$ cat config.mk
export PLATFORM = sky130hd
export DESIGN_NAME = bounded_deque_top
export DESIGN_NICKNAME = d
export VERILOG_FILES = /design/src/sv/bdq_pkg.sv /design/src/sv/bdq_ram.sv /design/src/sv/bdq_front.sv /design/src/sv/bdq_back.sv /design/src/sv/bounded_deque_top.sv
export SDC_FILE = /design/constraint.sdc
export NUM_CORES = 2
export LEC_CHECK = 0
export BUFFER_PORTS_ARGS = -buffer_cell sky130_fd_sc_hd__buf_2
export CORE_MARGIN = 4
export CORE_UTILIZATION = 50
export DETAILED_ROUTE_END_ITERATION = 8
export GPL_ROUTABILITY_DRIVEN = 0
export GPL_TIMING_DRIVEN = 1
export HOLD_SLACK_MARGIN = 0.02
export PLACE_DENSITY = 0.65
export REMOVE_ABC_BUFFERS = 1
export SLEW_MARGIN = 5
export SYNTH_ARGS = -nofsm -noshare
export SYNTH_HDL_FRONTEND = slang
export SYNTH_HIERARCHICAL = 1
export SYNTH_SLANG_ARGS = --single-unit
$ cat constraint.sdc
create_clock -name i_clk -period 5.2 [get_ports i_clk]
set_input_delay 0.52 -clock i_clk [delete_from_list [all_inputs] [get_ports i_clk]]
set_output_delay 0.52 -clock i_clk [all_outputs]
set_load 0.02 [all_outputs]
$ cat src/sv/bdq_pkg.sv
// ----------------------------------------------------------------------------
// bdq_pkg
// Shared types and codes for the bounded deque.
// ----------------------------------------------------------------------------
package bdq_pkg;

    localparam int WORD_W   = 32;
    localparam int MODE_W   = 3;
    localparam int STATUS_W = 2;

    // Request mode codes as seen on the input stream
    localparam logic [MODE_W-1:0] MODE_PUSH_FRONT = 3'd0;
    localparam logic [MODE_W-1:0] MODE_POP_FRONT  = 3'd1;
    localparam logic [MODE_W-1:0] MODE_PUSH_REAR  = 3'd2;
    localparam logic [MODE_W-1:0] MODE_POP_REAR   = 3'd3;
    localparam logic [MODE_W-1:0] MODE_DUMP       = 3'd4;

    // Result status codes
    localparam logic [STATUS_W-1:0] ST_OK      = 2'd0;
    localparam logic [STATUS_W-1:0] ST_EMPTY   = 2'd1;
    localparam logic [STATUS_W-1:0] ST_FULL    = 2'd2;
    localparam logic [STATUS_W-1:0] ST_INVALID = 2'd3;

    // Decoded operation
    typedef enum logic [2:0] {
        OP_PUSH_FRONT,
        OP_POP_FRONT,
        OP_PUSH_REAR,
        OP_POP_REAR,
        OP_DUMP,
        OP_BAD
    } t_op;

    // Classified request held in the queue between front and back
    typedef struct packed {
        t_op                       op;
        logic signed [WORD_W-1:0]  value;
    } t_req;

endpackage

$ cat src/sv/bdq_ram.sv
// ----------------------------------------------------------------------------
// bdq_ram
// Generic single-write, single-read RAM with registered read data.
// ----------------------------------------------------------------------------
module bdq_ram #(
    parameter int WIDTH = 32,
    parameter int DEPTH = 32
) (
    input  logic                     i_clk,
    input  logic                     i_we,
    input  logic [$clog2(DEPTH)-1:0] i_waddr,
    input  logic [WIDTH-1:0]         i_wdata,
    input  logic                     i_re,
    input  logic [$clog2(DEPTH)-1:0] i_raddr,
    output logic [WIDTH-1:0]         o_rdata
);

    logic [WIDTH-1:0] r_mem [DEPTH];
    logic [WIDTH-1:0] r_rdata;

    always_ff @(posedge i_clk) begin
        if (i_we) begin
            r_mem[i_waddr] <= i_wdata;
        end
        if (i_re) begin
            r_rdata <= r_mem[i_raddr];
        end
    end

    assign o_rdata = r_rdata;

endmodule

$ cat src/sv/bdq_front.sv
// ----------------------------------------------------------------------------
// bdq_front
// Accepts requests, decodes the mode and holds them in a two-entry queue.
// ----------------------------------------------------------------------------
module bdq_front (
    input  logic                               i_clk,
    input  logic                               i_rst_n,
    input  logic                               i_valid,
    output logic                               o_ready,
    input  logic [bdq_pkg::MODE_W-1:0]         i_mode,
    input  logic signed [bdq_pkg::WORD_W-1:0]  i_value,
    output logic                               o_q_valid,
    output bdq_pkg::t_req                      o_q_req,
    input  logic                               i_q_pop
);

    import bdq_pkg::*;

    t_req       r_q [2];
    logic       r_wp;
    logic       r_rp;
    logic [1:0] r_cnt;
    t_req       dec_req;
    logic       push;

    always_comb begin
        dec_req.value = i_value;
        unique case (i_mode)
            MODE_PUSH_FRONT: dec_req.op = OP_PUSH_FRONT;
            MODE_POP_FRONT:  dec_req.op = OP_POP_FRONT;
            MODE_PUSH_REAR:  dec_req.op = OP_PUSH_REAR;
            MODE_POP_REAR:   dec_req.op = OP_POP_REAR;
            MODE_DUMP:       dec_req.op = OP_DUMP;
            default:         dec_req.op = OP_BAD;
        endcase
    end

    assign o_ready   = (r_cnt != 2'd2);
    assign push      = i_valid && o_ready;
    assign o_q_valid = (r_cnt != 2'd0);
    assign o_q_req   = r_q[r_rp];

    always_ff @(posedge i_clk) begin
        if (push) begin
            r_q[r_wp] <= dec_req;
        end
        if (!i_rst_n) begin
            r_wp  <= 1'b0;
            r_rp  <= 1'b0;
            r_cnt <= 2'd0;
        end else begin
            if (push) begin
                r_wp <= ~r_wp;
            end
            if (i_q_pop) begin
                r_rp <= ~r_rp;
            end
            r_cnt <= r_cnt + {1'b0, push} - {1'b0, i_q_pop};
        end
    end

endmodule

$ cat src/sv/bdq_back.sv
// ----------------------------------------------------------------------------
// bdq_back
// Executes queued requests against the circular store and drives results.
// ----------------------------------------------------------------------------
module bdq_back #(
    parameter int DEPTH = 32
) (
    input  logic                                 i_clk,
    input  logic                                 i_rst_n,
    input  logic                                 i_q_valid,
    input  bdq_pkg::t_req                        i_q_req,
    output logic                                 o_q_pop,
    output logic                                 o_valid,
    input  logic                                 i_ready,
    output logic [bdq_pkg::STATUS_W-1:0]         o_status,
    output logic signed [bdq_pkg::WORD_W-1:0]    o_data,
    output logic                                 o_last
);

    import bdq_pkg::*;

    localparam int IW = $clog2(DEPTH);
    localparam int CW = $clog2(DEPTH + 1);

    typedef enum logic {S_RUN, S_DUMP} t_state;

    // pending result: issued to the RAM, read data arrives next cycle
    typedef struct packed {
        logic                valid;
        logic [STATUS_W-1:0] status;
        logic                last;
        logic                use_ram;
    } t_pend;

    t_state  r_state, n_state;
    logic [IW-1:0] r_front, n_front;
    logic [CW-1:0] r_count, n_count;
    logic [IW-1:0] r_off, n_off;
    t_pend   r_p, n_p;

    logic                r_o_valid;
    logic [STATUS_W-1:0] r_o_status;
    logic [WORD_W-1:0]   r_o_data;
    logic                r_o_last;

    logic              ram_we, ram_re;
    logic [IW-1:0]     ram_waddr, ram_raddr;
    logic [WORD_W-1:0] ram_rdata;

    logic          p_move, advance, full, empty, dump_last;
    logic [CW-1:0] cnt_m1;
    logic [IW-1:0] front_dec, front_inc;

    function automatic logic [IW-1:0] slot(input logic [IW-1:0] base,
                                           input logic [IW-1:0] off);
        logic [IW:0] sum;
        sum = {1'b0, base} + {1'b0, off};
        if (sum >= (IW+1)'(DEPTH)) begin
            sum = sum - (IW+1)'(DEPTH);
        end
        return sum[IW-1:0];
    endfunction

    bdq_ram #(
        .WIDTH (WORD_W),
        .DEPTH (DEPTH)
    ) u_ram (
        .i_clk   (i_clk),
        .i_we    (ram_we),
        .i_waddr (ram_waddr),
        .i_wdata (i_q_req.value),
        .i_re    (ram_re),
        .i_raddr (ram_raddr),
        .o_rdata (ram_rdata)
    );

    assign p_move    = r_p.valid && (!r_o_valid || i_ready);
    assign advance   = !r_p.valid || p_move;
    assign full      = (r_count == CW'(DEPTH));
    assign empty     = (r_count == '0);
    assign cnt_m1    = r_count - 1'b1;
    assign dump_last = ((CW'(r_off) + 1'b1) == r_count);
    assign front_dec = (r_front == '0) ? IW'(DEPTH - 1) : r_front - 1'b1;
    assign front_inc = (r_front == IW'(DEPTH - 1)) ? '0 : r_front + 1'b1;

    always_comb begin
        n_state   = r_state;
        n_front   = r_front;
        n_count   = r_count;
        n_off     = r_off;
        n_p       = r_p;
        n_p.valid = r_p.valid && !p_move;
        o_q_pop   = 1'b0;
        ram_we    = 1'b0;
        ram_re    = 1'b0;
        ram_waddr = r_front;
        ram_raddr = r_front;
        if (advance) begin
            unique case (r_state)
                S_DUMP: begin
                    ram_re      = 1'b1;
                    ram_raddr   = slot(r_front, r_off);
                    n_p.valid   = 1'b1;
                    n_p.status  = ST_OK;
                    n_p.use_ram = 1'b1;
                    n_p.last    = dump_last;
                    n_off       = r_off + 1'b1;
                    if (dump_last) begin
                        n_state = S_RUN;
                    end
                end
                S_RUN: begin
                    if (i_q_valid) begin
                        o_q_pop     = 1'b1;
                        n_p.valid   = 1'b1;
                        n_p.status  = ST_OK;
                        n_p.use_ram = 1'b0;
                        n_p.last    = 1'b1;
                        unique case (i_q_req.op)
                            OP_PUSH_FRONT: begin
                                if (full) begin
                                    n_p.status = ST_FULL;
                                end else begin
                                    ram_we    = 1'b1;
                                    ram_waddr = front_dec;
                                    n_front   = front_dec;
                                    n_count   = r_count + 1'b1;
                                end
                            end
                            OP_PUSH_REAR: begin
                                if (full) begin
                                    n_p.status = ST_FULL;
                                end else begin
                                    ram_we    = 1'b1;
                                    ram_waddr = slot(r_front, r_count[IW-1:0]);
                                    n_count   = r_count + 1'b1;
                                end
                            end
                            OP_POP_FRONT: begin
                                if (empty) begin
                                    n_p.status = ST_EMPTY;
                                end else begin
                                    ram_re      = 1'b1;
                                    ram_raddr   = r_front;
                                    n_p.use_ram = 1'b1;
                                    n_front     = front_inc;
                                    n_count     = cnt_m1;
                                end
                            end
                            OP_POP_REAR: begin
                                if (empty) begin
                                    n_p.status = ST_EMPTY;
                                end else begin
                                    ram_re      = 1'b1;
                                    ram_raddr   = slot(r_front, cnt_m1[IW-1:0]);
                                    n_p.use_ram = 1'b1;
                                    n_count     = cnt_m1;
                                end
                            end
                            OP_DUMP: begin
                                if (empty) begin
                                    n_p.status = ST_EMPTY;
                                end else begin
                                    ram_re      = 1'b1;
                                    ram_raddr   = r_front;
                                    n_p.use_ram = 1'b1;
                                    n_p.last    = (r_count == CW'(1));
                                    n_off       = IW'(1);
                                    if (r_count != CW'(1)) begin
                                        n_state = S_DUMP;
                                    end
                                end
                            end
                            default: begin
                                n_p.status = ST_INVALID;
                            end
                        endcase
                    end
                end
                default: begin
                    n_state = S_RUN;
                end
            endcase
        end
    end

    always_ff @(posedge i_clk) begin
        r_off           <= n_off;
        r_p.status      <= n_p.status;
        r_p.last        <= n_p.last;
        r_p.use_ram     <= n_p.use_ram;
        if (p_move) begin
            r_o_status <= r_p.status;
            r_o_data   <= r_p.use_ram ? ram_rdata : '0;
            r_o_last   <= r_p.last;
        end
        if (!i_rst_n) begin
            r_state   <= S_RUN;
            r_front   <= '0;
            r_count   <= '0;
            r_p.valid <= 1'b0;
            r_o_valid <= 1'b0;
        end else begin
            r_state   <= n_state;
            r_front   <= n_front;
            r_count   <= n_count;
            r_p.valid <= n_p.valid;
            if (p_move) begin
                r_o_valid <= 1'b1;
            end else if (i_ready) begin
                r_o_valid <= 1'b0;
            end
        end
    end

    assign o_valid  = r_o_valid;
    assign o_status = r_o_status;
    assign o_data   = r_o_data;
    assign o_last   = r_o_last;

    a_count_bound: assert property (@(posedge i_clk) disable iff (!i_rst_n)
        r_count <= CW'(DEPTH))
        else $error("entry count above depth");

    a_front_bound: assert property (@(posedge i_clk) disable iff (!i_rst_n)
        r_front < IW'(DEPTH - 1) || r_front == IW'(DEPTH - 1))
        else $error("front index out of range");

    a_dump_walk: assert property (@(posedge i_clk) disable iff (!i_rst_n)
        r_state == S_DUMP |-> (CW'(r_off) < r_count) && !o_q_pop)
        else $error("dump offset past rear or queue popped during dump");

    a_pop_valid: assert property (@(posedge i_clk) disable iff (!i_rst_n)
        o_q_pop |-> i_q_valid && advance)
        else $error("queue popped while empty or stalled");

    a_pend_hold: assert property (@(posedge i_clk) disable iff (!i_rst_n)
        r_p.valid && !p_move |=> r_p.valid && $stable(r_p.status))
        else $error("stalled pending result lost");

endmodule

$ cat src/sv/bounded_deque_top.sv
// ----------------------------------------------------------------------------
// bounded_deque_top
// Bounded double-ended queue of signed 32-bit words on stream interfaces.
// Each input request carries a mode in tuser (push front, pop front, push
// rear, pop rear, dump; other codes report invalid) and a value in tdata.
// Push, pop and invalid requests give one result each, so they sustain one
// request per clock while the output is not stalled. A dump walks the stored
// entries from front to rear, one result per cycle while the output is not
// stalled, and holds the execution unit until its last result is issued; the
// rate is set by the single read port of the entry RAM. From input handshake
// to result a request passes the queue, the RAM read and the output register.
// Results carry the status in tuser, the popped or dumped value in tdata
// (zero otherwise) and tlast on the final result of each request. Push onto
// a full store reports full, pop or dump on an empty store reports empty,
// and the store is left unchanged in those cases. A two-entry request queue
// separates decode from execution so either side can stall on its own.
// ----------------------------------------------------------------------------
module bounded_deque_top #(
    parameter int DEPTH = 32
) (
    input  logic                                i_clk,
    input  logic                                i_rst_n,
    // request stream
    input  logic                                i_s_axis_tvalid,
    output logic                                o_s_axis_tready,
    input  logic [bdq_pkg::WORD_W-1:0]          i_s_axis_tdata,  // [31:0] value
    input  logic [bdq_pkg::MODE_W-1:0]          i_s_axis_tuser,  // [2:0] mode
    // result stream
    output logic                                o_m_axis_tvalid,
    input  logic                                i_m_axis_tready,
    output logic [bdq_pkg::WORD_W-1:0]          o_m_axis_tdata,  // [31:0] data
    output logic [bdq_pkg::STATUS_W-1:0]        o_m_axis_tuser,  // [1:0] status
    output logic                                o_m_axis_tlast
);

    import bdq_pkg::*;

    logic q_valid;
    t_req q_req;
    logic q_pop;

    // front: accept and classify requests
    bdq_front u_front (
        .i_clk     (i_clk),
        .i_rst_n   (i_rst_n),
        .i_valid   (i_s_axis_tvalid),
        .o_ready   (o_s_axis_tready),
        .i_mode    (i_s_axis_tuser),
        .i_value   (i_s_axis_tdata),
        .o_q_valid (q_valid),
        .o_q_req   (q_req),
        .i_q_pop   (q_pop)
    );

    // back: store, pointers, dump sequencer and output register
    bdq_back #(
        .DEPTH (DEPTH)
    ) u_back (
        .i_clk     (i_clk),
        .i_rst_n   (i_rst_n),
        .i_q_valid (q_valid),
        .i_q_req   (q_req),
        .o_q_pop   (q_pop),
        .o_valid   (o_m_axis_tvalid),
        .i_ready   (i_m_axis_tready),
        .o_status  (o_m_axis_tuser),
        .o_data    (o_m_axis_tdata),
        .o_last    (o_m_axis_tlast)
    );

endmodule

**Yosys cells after proc, flatten, opt, wreduce, memory -nomap -nowiden**

Memories as Yosys holds them, arrays and structs flattened. A register that Yosys moved wholly into a read port is not among the register bits.
Cells that the tools add are included.

- Flip-flop bits (word level): 62
- RAM bits: 1,094
- Output and inout port bits: 37
- Logic and storage cells: 142
- Memories: 2

- $add $sub $neg: 14
- Magnitude comparators: 3
- Equal/unequal tests: 20
- Multiplexer cells: 62
- Bitwise logic cells: 3
- Reductions and logical operators: 23

Memory list:

| memory | depth | bits a word | read ports | clocked after memory_dff | wr ports | RTL line | text |
|---|---|---|---|---|---|---|---|
| u_back.u_ram.r_mem | 32 | 32 | 1 | 1 | 1 | bdq_ram.sv:18 | `logic [WIDTH-1:0] r_mem [DEPTH];` |
| u_front.r_q | 2 | 35 | 1 | 1 | 1 | bdq_front.sv:19 | `t_req r_q [2];` |

Operators by type and width:

| kind | count |
|---|---|
| 5-bit 2-to-1 mux | 20 |
| 5-bit one-hot mux with 2 select lines | 5 |
| 1-bit 2-to-1 mux | 27 |
| 5-bit by 1-bit subtractor with 5-bit output, second input constant | 4 |
| 5-bit by 5-bit adder with 6-bit output | 3 |
| 6-bit >= comparator, second input constant | 3 |
| 3-bit one-hot mux with 5 select lines | 1 |
| 3-bit by 2-bit equality test with 1-bit output, second input constant | 4 |
| 6-bit 2-to-1 mux | 2 |
| 2-bit inequality test, second input constant | 6 |
| 6-bit one-hot mux with 2 select lines | 1 |
| 5-bit by 1-bit adder with 5-bit output, second input constant | 2 |
| 2-bit nonzero test | 4 |
| 5-bit by 1-bit adder with 6-bit output, second input constant | 1 |
| 6-bit by 1-bit adder with 6-bit output, second input constant | 1 |
| 3-bit by 1-bit equality test with 1-bit output, second input constant | 2 |
| 3-bit equality test, second input constant | 2 |
| 6-bit by 1-bit equality test with 1-bit output, second input constant | 1 |
| 6-bit equality test | 1 |
| 6-bit equality test, second input constant | 1 |
| 3-bit logical NOT | 2 |
| 6-bit logical NOT | 1 |
| 6-bit by 1-bit inequality test with 1-bit output, second input constant | 1 |
| 1-bit one-hot mux with 2 select lines | 3 |
| 18 further kinds | 27 |

**Logic depth before layout (Yosys ltp)**

- Depth after elaboration: 9
- Depth in mapped cells: 17
- Depth with buffers taken out: 13

**Cells and area by module**

Netlist, hierarchy kept.

Modules (own cells, without submodules):

| module | instances | cells each | area each (um^2) | sequential area each (um^2) |
|---|---|---|---|---|
| bdq_ram | 1 | 2,260 | 40,812.9 | 31,710.4 |
| bdq_back | 1 | 364 | 3,603.5 | 1,601.5 |
| bdq_front | 1 | 140 | 2,819.0 | 2,202.1 |

**Worst setup path before layout**

OpenSTA, ideal clock, no wires.

- Kind: register -> register
- Start: register u_back.r_front[1]
- End: memory u_back.u_ram.r_mem[10][0], enable pin
- Library setup time: 0.421 ns
- Arrival time: 4.108 ns
- Data required time: 4.779 ns
- Slack: 0.671 ns
- Stages on the path, launching flop included: 10
- Clock period less this slack: 4.529 ns
- Cells stage by stage: dfxtp_1 > inv_1 > fa_1 > nor2b_1 > o21ai_0 > a221o_1 > a31o_2 > a211o_1 > or3b_2 > nor2_1

- Word-level cells in the longest chain between the ends: 8
- Elaborated cells on any way between the ends: 13
- Classes of those cells: add/sub (3); order compare (1); mux (8); reduce/logical (1)

Ends and longest elaborated chain:

| element | RTL line | text |
|---|---|---|
| start: declaration | bdq_back.sv:36 | `logic [IW-1:0] r_front, n_front;` |
| start signal: assignment | bdq_back.sv:205 | `r_front <= n_front;` |
| 5-bit by 5-bit adder with 6-bit output | bdq_back.sv:57 | `sum = {1'b0, base} + {1'b0, off};` |
| 5-bit by 1-bit subtractor with 5-bit output / 6-bit >= comparator (equally long branches) | bdq_back.sv:59, bdq_back.sv:58 |  |
| 5-bit 2-to-1 mux | bdq_back.sv:58 | `if (sum >= (IW+1)'(DEPTH)) begin` |
| 5-bit 2-to-1 mux | bdq_back.sv:131 | `if (full) begin` |
| 5-bit one-hot mux with 2 select lines * | bdq_back.sv:119 | `unique case (i_q_req.op)` |
| 5-bit 2-to-1 mux * | bdq_back.sv:113 | `if (i_q_valid) begin` |
| 5-bit 2-to-1 mux * | bdq_back.sv:99 | `unique case (r_state)` |
| 5-bit 2-to-1 mux * | bdq_back.sv:98 | `if (advance) begin` |
| named net u_back.ram_waddr[4] | bdq_back.sv:47 | `logic [IW-1:0] ram_waddr, ram_raddr;` |
| end: declaration | bdq_ram.sv:18 |  |

The timed path passes the listed nets; every way through them passes the cells marked *.

==> results_dict.tcl <==
set metrics [dict create \
    status "finished, final reports clean" \
    synthMuxAreaShare_pct 11.8 \
    wl_per_cell_um 26.1 \
    numPortBuffers 75 \
    yosys.cell_types.count 69 \
    period_share_pct 90.4 \
    seqPwrFrac_pct 43.7 \
    cts_setup_buffers 0 \
    syn_to_final_growth_pct 13.9 \
    clock_skew_ps 28.0 \
    cts_htree_levels 3 \
    synth.largest_area_cell "edfxtp_1" \
    grt_max_degree 51 \
    worstMarginPinSlew_ps 1010 \
    cts_buffers 117 \
    ant_nets 0 \
    fmax_ghz 0.213 \
    antenna_found_initial 1 \
    switching_share_pct 31.0 \
    regArea_um2 35500 \
    ir_drop_v 0.000293 \
    synthesis.area_um2 47200 \
    synth_seq_cells 1189 \
    cts-root-buf "clkbuf_16" \
    slew_headroom_pct 32.2 \
    overflow 0 \
    combPwrFrac_pct 26.9 \
    cts_sinks 1189 \
    min_path_type "input pin to flip-flop" \
    place_hpwl_um 65500 \
    placed_cell_area_um2 49800 \
    leakagePower_nw 16.8 \
    p_per_area_nw_per_um2 508 \
    path_max_fanout 27 \
    power.switching_mw 8.48 \
    boundaryPins 76 \
    synth-xor-area-share_pct 0.453 \
    clockPowerShare_pct 29.5 \
    core_area_um2 93500 \
    use_met2_pct 37.2 \
    use_met3_pct 3.89 \
    start_util_pct 50.5 \
    final_area_um2 53800 \
    clockBufferDepth 3 \
    start_kind "flip-flop" \
    chipWidth_um 315 \
    top_usage_layer "met2" \
    hold_viol 0 \
    endpoint_kind "flip-flop" \
    rows 112 \
    async_flop_share_pct 0 \
    nNetsFinal 3020 \
    die_y_um 315 \
    rsz0062_at_grt "false" \
    final.setup.worst_slack_ps 497 \
    intPower_mw 18.9 \
    drt_wl_total_um 113000 \
    syn_area_per_cell_um2 17.1 \
    die_area_um2 99500 \
    synth_simple_gate_area_share_pct 4.50 \
    vias 25500 \
    fin_hold_ws_ps 61.7 \
    netlist_instances 2764 \
    fin_crit_ps 4700 \
    final.setup.tns_ps 0 \
    worstPathArrival_ps 5090 \
    first_iter_violations 2286 \
    critPathRequiredTime_ps 5590 \
    synth_edf_count 1170 \
    layout-drive-gt1-share_pct 14.8 \
    drt-pass1-iter-count 5 \
    cts_tree "done" \
    grt_pass1_wl_um 165000 \
    final-max-slew-violation-count 0 \
    multi_input_area_um2 11100 \
    drc 0 \
    synthFlopType "edfxtp_1" \
    synth-adder-area-share_pct 0.657 \
    criticalPathCategory "flip-flop to flip-flop" \
    yosys-top-cells-area "edfxtp_1 (74%), mux2i_1 (11%), a22oi_1 (1.6%), a21oi_1 (1.3%), a22o_1 (1.2%)" \
    synth_top_family_by_area "multiplexers" \
    nFillCells 6985 \
    synth_compound_area_share_pct 5.40 \
    synth_top_cell_area_share_pct 74.4 \
    pre_cts_ws_ps 569 \
    ys_warn_count 6 \
    grtUsageTotal_pct 22.5 \
    grt_util_met1_pct 31.1 \
    drv_cap 0 \
    grt_pass1_vias 25900 \
    seq_area_frac_synth_pct 75.2 \
    clkSlewWorstSetupHoldPaths_ps 60 \
    setup_violations 0 \
    vias_per_cell 5.91 \
    clk-insertion-delay-late_ps 700 \
]
## kinds of logic (layout without fill, tap and decap cells)
logic type,count (synthesis),in the layout
simple gates,436,436
compound gates,373,373
buf+inv,170,458
other cells,0,2
mux,551,551
flops,1189,1189
fa+ha+maj,23,23
xor+xnor,22,22
## worst max-delay path: stages (launching register included)
cell      delay (ps)
dfxtp_2          340
buf_4            370
mux2_2           430
nand4b_1         250
a21o_1           270
nor2_1           230
a22oi_1          150
o21ai_4          710
buf_12           320
buf_4            310
mux2i_1          270
a22o_1           170
nor3_1            60
a31oi_1          270
nand3_1          220
## per-layer routing
metal | vias to the layer above | share of wire [%]
li1 | 11300 | -
met1 | 13100 | 43
met2 | 865 | 49
met3 | 173 | 6.5
met4 | 2 | 2.4
met5 | - | 0.0098
## layout by cell type (no fill, tap or decap), types with 6 or more instances in the layout
cell type | synthesis | final
clkbuf_1 | 53 | 22
a21o_1 | 6 | 6
xor2_1 | 10 | 10
nor3_1 | 36 | 36
nand3_1 | 115 | 115
or3_1 | 7 | 7
and2_1 | 38 | 36
nor2_4 | 0 | 33
clkinv_2 | 0 | 20
dfxtp_1 | 19 | 18
dlygate4sd3_1 | 0 | 32
mux2i_1 | 515 | 515
a22o_1 | 66 | 66
edfxtp_1 | 1170 | 1170
inv_1 | 17 | 16
buf_12 | 0 | 27
clkinv_1 | 1 | 33
a22oi_1 | 103 | 103
buf_4 | 36 | 93
a21oi_1 | 119 | 119
nand2_1 | 120 | 119
bufinv_16 | 0 | 9
nand3b_1 | 7 | 7
buf_2 | 35 | 75
nand2b_1 | 10 | 8
xnor2_1 | 10 | 10
o21ai_0 | 13 | 12
mux2_2 | 36 | 36
clkbuf_16 | 0 | 117
ha_1 | 20 | 20
a31oi_1 | 34 | 34
nor2_1 | 65 | 32
## layout make-up
class                   count  area share [%]
flip-flops and latches   1189            66.0
repair buffers            227            3.59
multi-input cells        1405            20.6
well taps                1254            2.92
inverters                  18           0.126
clock buffers             139            5.59
diodes                      2         0.00930
clock inverters            74            1.21
## synth_stat cells, drive strengths merged, types with 13 or more instances
| cell type | number |
|---|---|
| and2 | 38 |
| a21oi | 119 |
| o21ai | 13 |
| buf | 96 |
| inv | 17 |
| a22oi | 103 |
| nor3 | 36 |
| clkbuf | 56 |
| nand2 | 120 |
| nand3 | 115 |
| edfxtp | 1170 |
| nor2 | 66 |
| mux2 | 36 |
| mux2i | 515 |
| a22o | 66 |
| ha | 20 |
| dfxtp | 19 |
| a31oi | 34 |
## metrics by stage
stage	power, mW	util [%]	std cells
2_1_floorplan	17.4	-	2612
3_3_place_gp	19.3	53.3	4061
3_5_place_dp	19.5	53.3	4061
4_1_cts	27.5	57.6	4306
5_1_grt	28.5	57.6	4306
6_report	27.3	57.6	4308
## state kept, by name, indices dropped and copies added, names as in the netlist, named ones only
signal	count
u_back/r_p	5
u_back/r_count	6
u_back/r_front	5
u_front/r_q	70
u_front/r_cnt	2
u_back/o_valid	1
u_front/r_rp	1
u_back/o_last	1
u_front/r_wp	1
u_back/o_data	32
u_back/u_ram/r_mem	1024
u_back/r_state	1
u_back/u_ram/o_rdata	32
u_back/r_off	5
u_back/o_status	2
## power by group through the flow
stage               logic (mW)  registers, mW  clock network (mW)
detailed placement        7.32           12.1                   0
finish                    7.35           11.9                8.06
CTS                       7.37           11.9                8.22
floorplan                 5.26           12.2                   0
global placement          7.19           12.1                   0
global route              7.85           12.0                8.64
## final timing paths
kind,start,end,slack [ps],cells after the start
max reg2reg,flip-flop,u_back/u_ram/o_rdata[11]$_DFFE_PP_,500,14
max,flip-flop,u_back/u_ram/o_rdata[11]$_DFFE_PP_,500,14
min,i_s_axis_tuser[2],u_front/r_q[0][34]$_DFFE_PP_,60,1
min reg2reg,u_back/r_p[1]$_DFFE_PP_,u_back/o_last$_DFFE_PP_,430,0
## what timing repair did
item,CTS,global route
hold buffers,32,0
gates resized for setup,0,0
endpoints found under the hold margin,64,0
No activity file was read; power rests on OpenSTA's default activity.
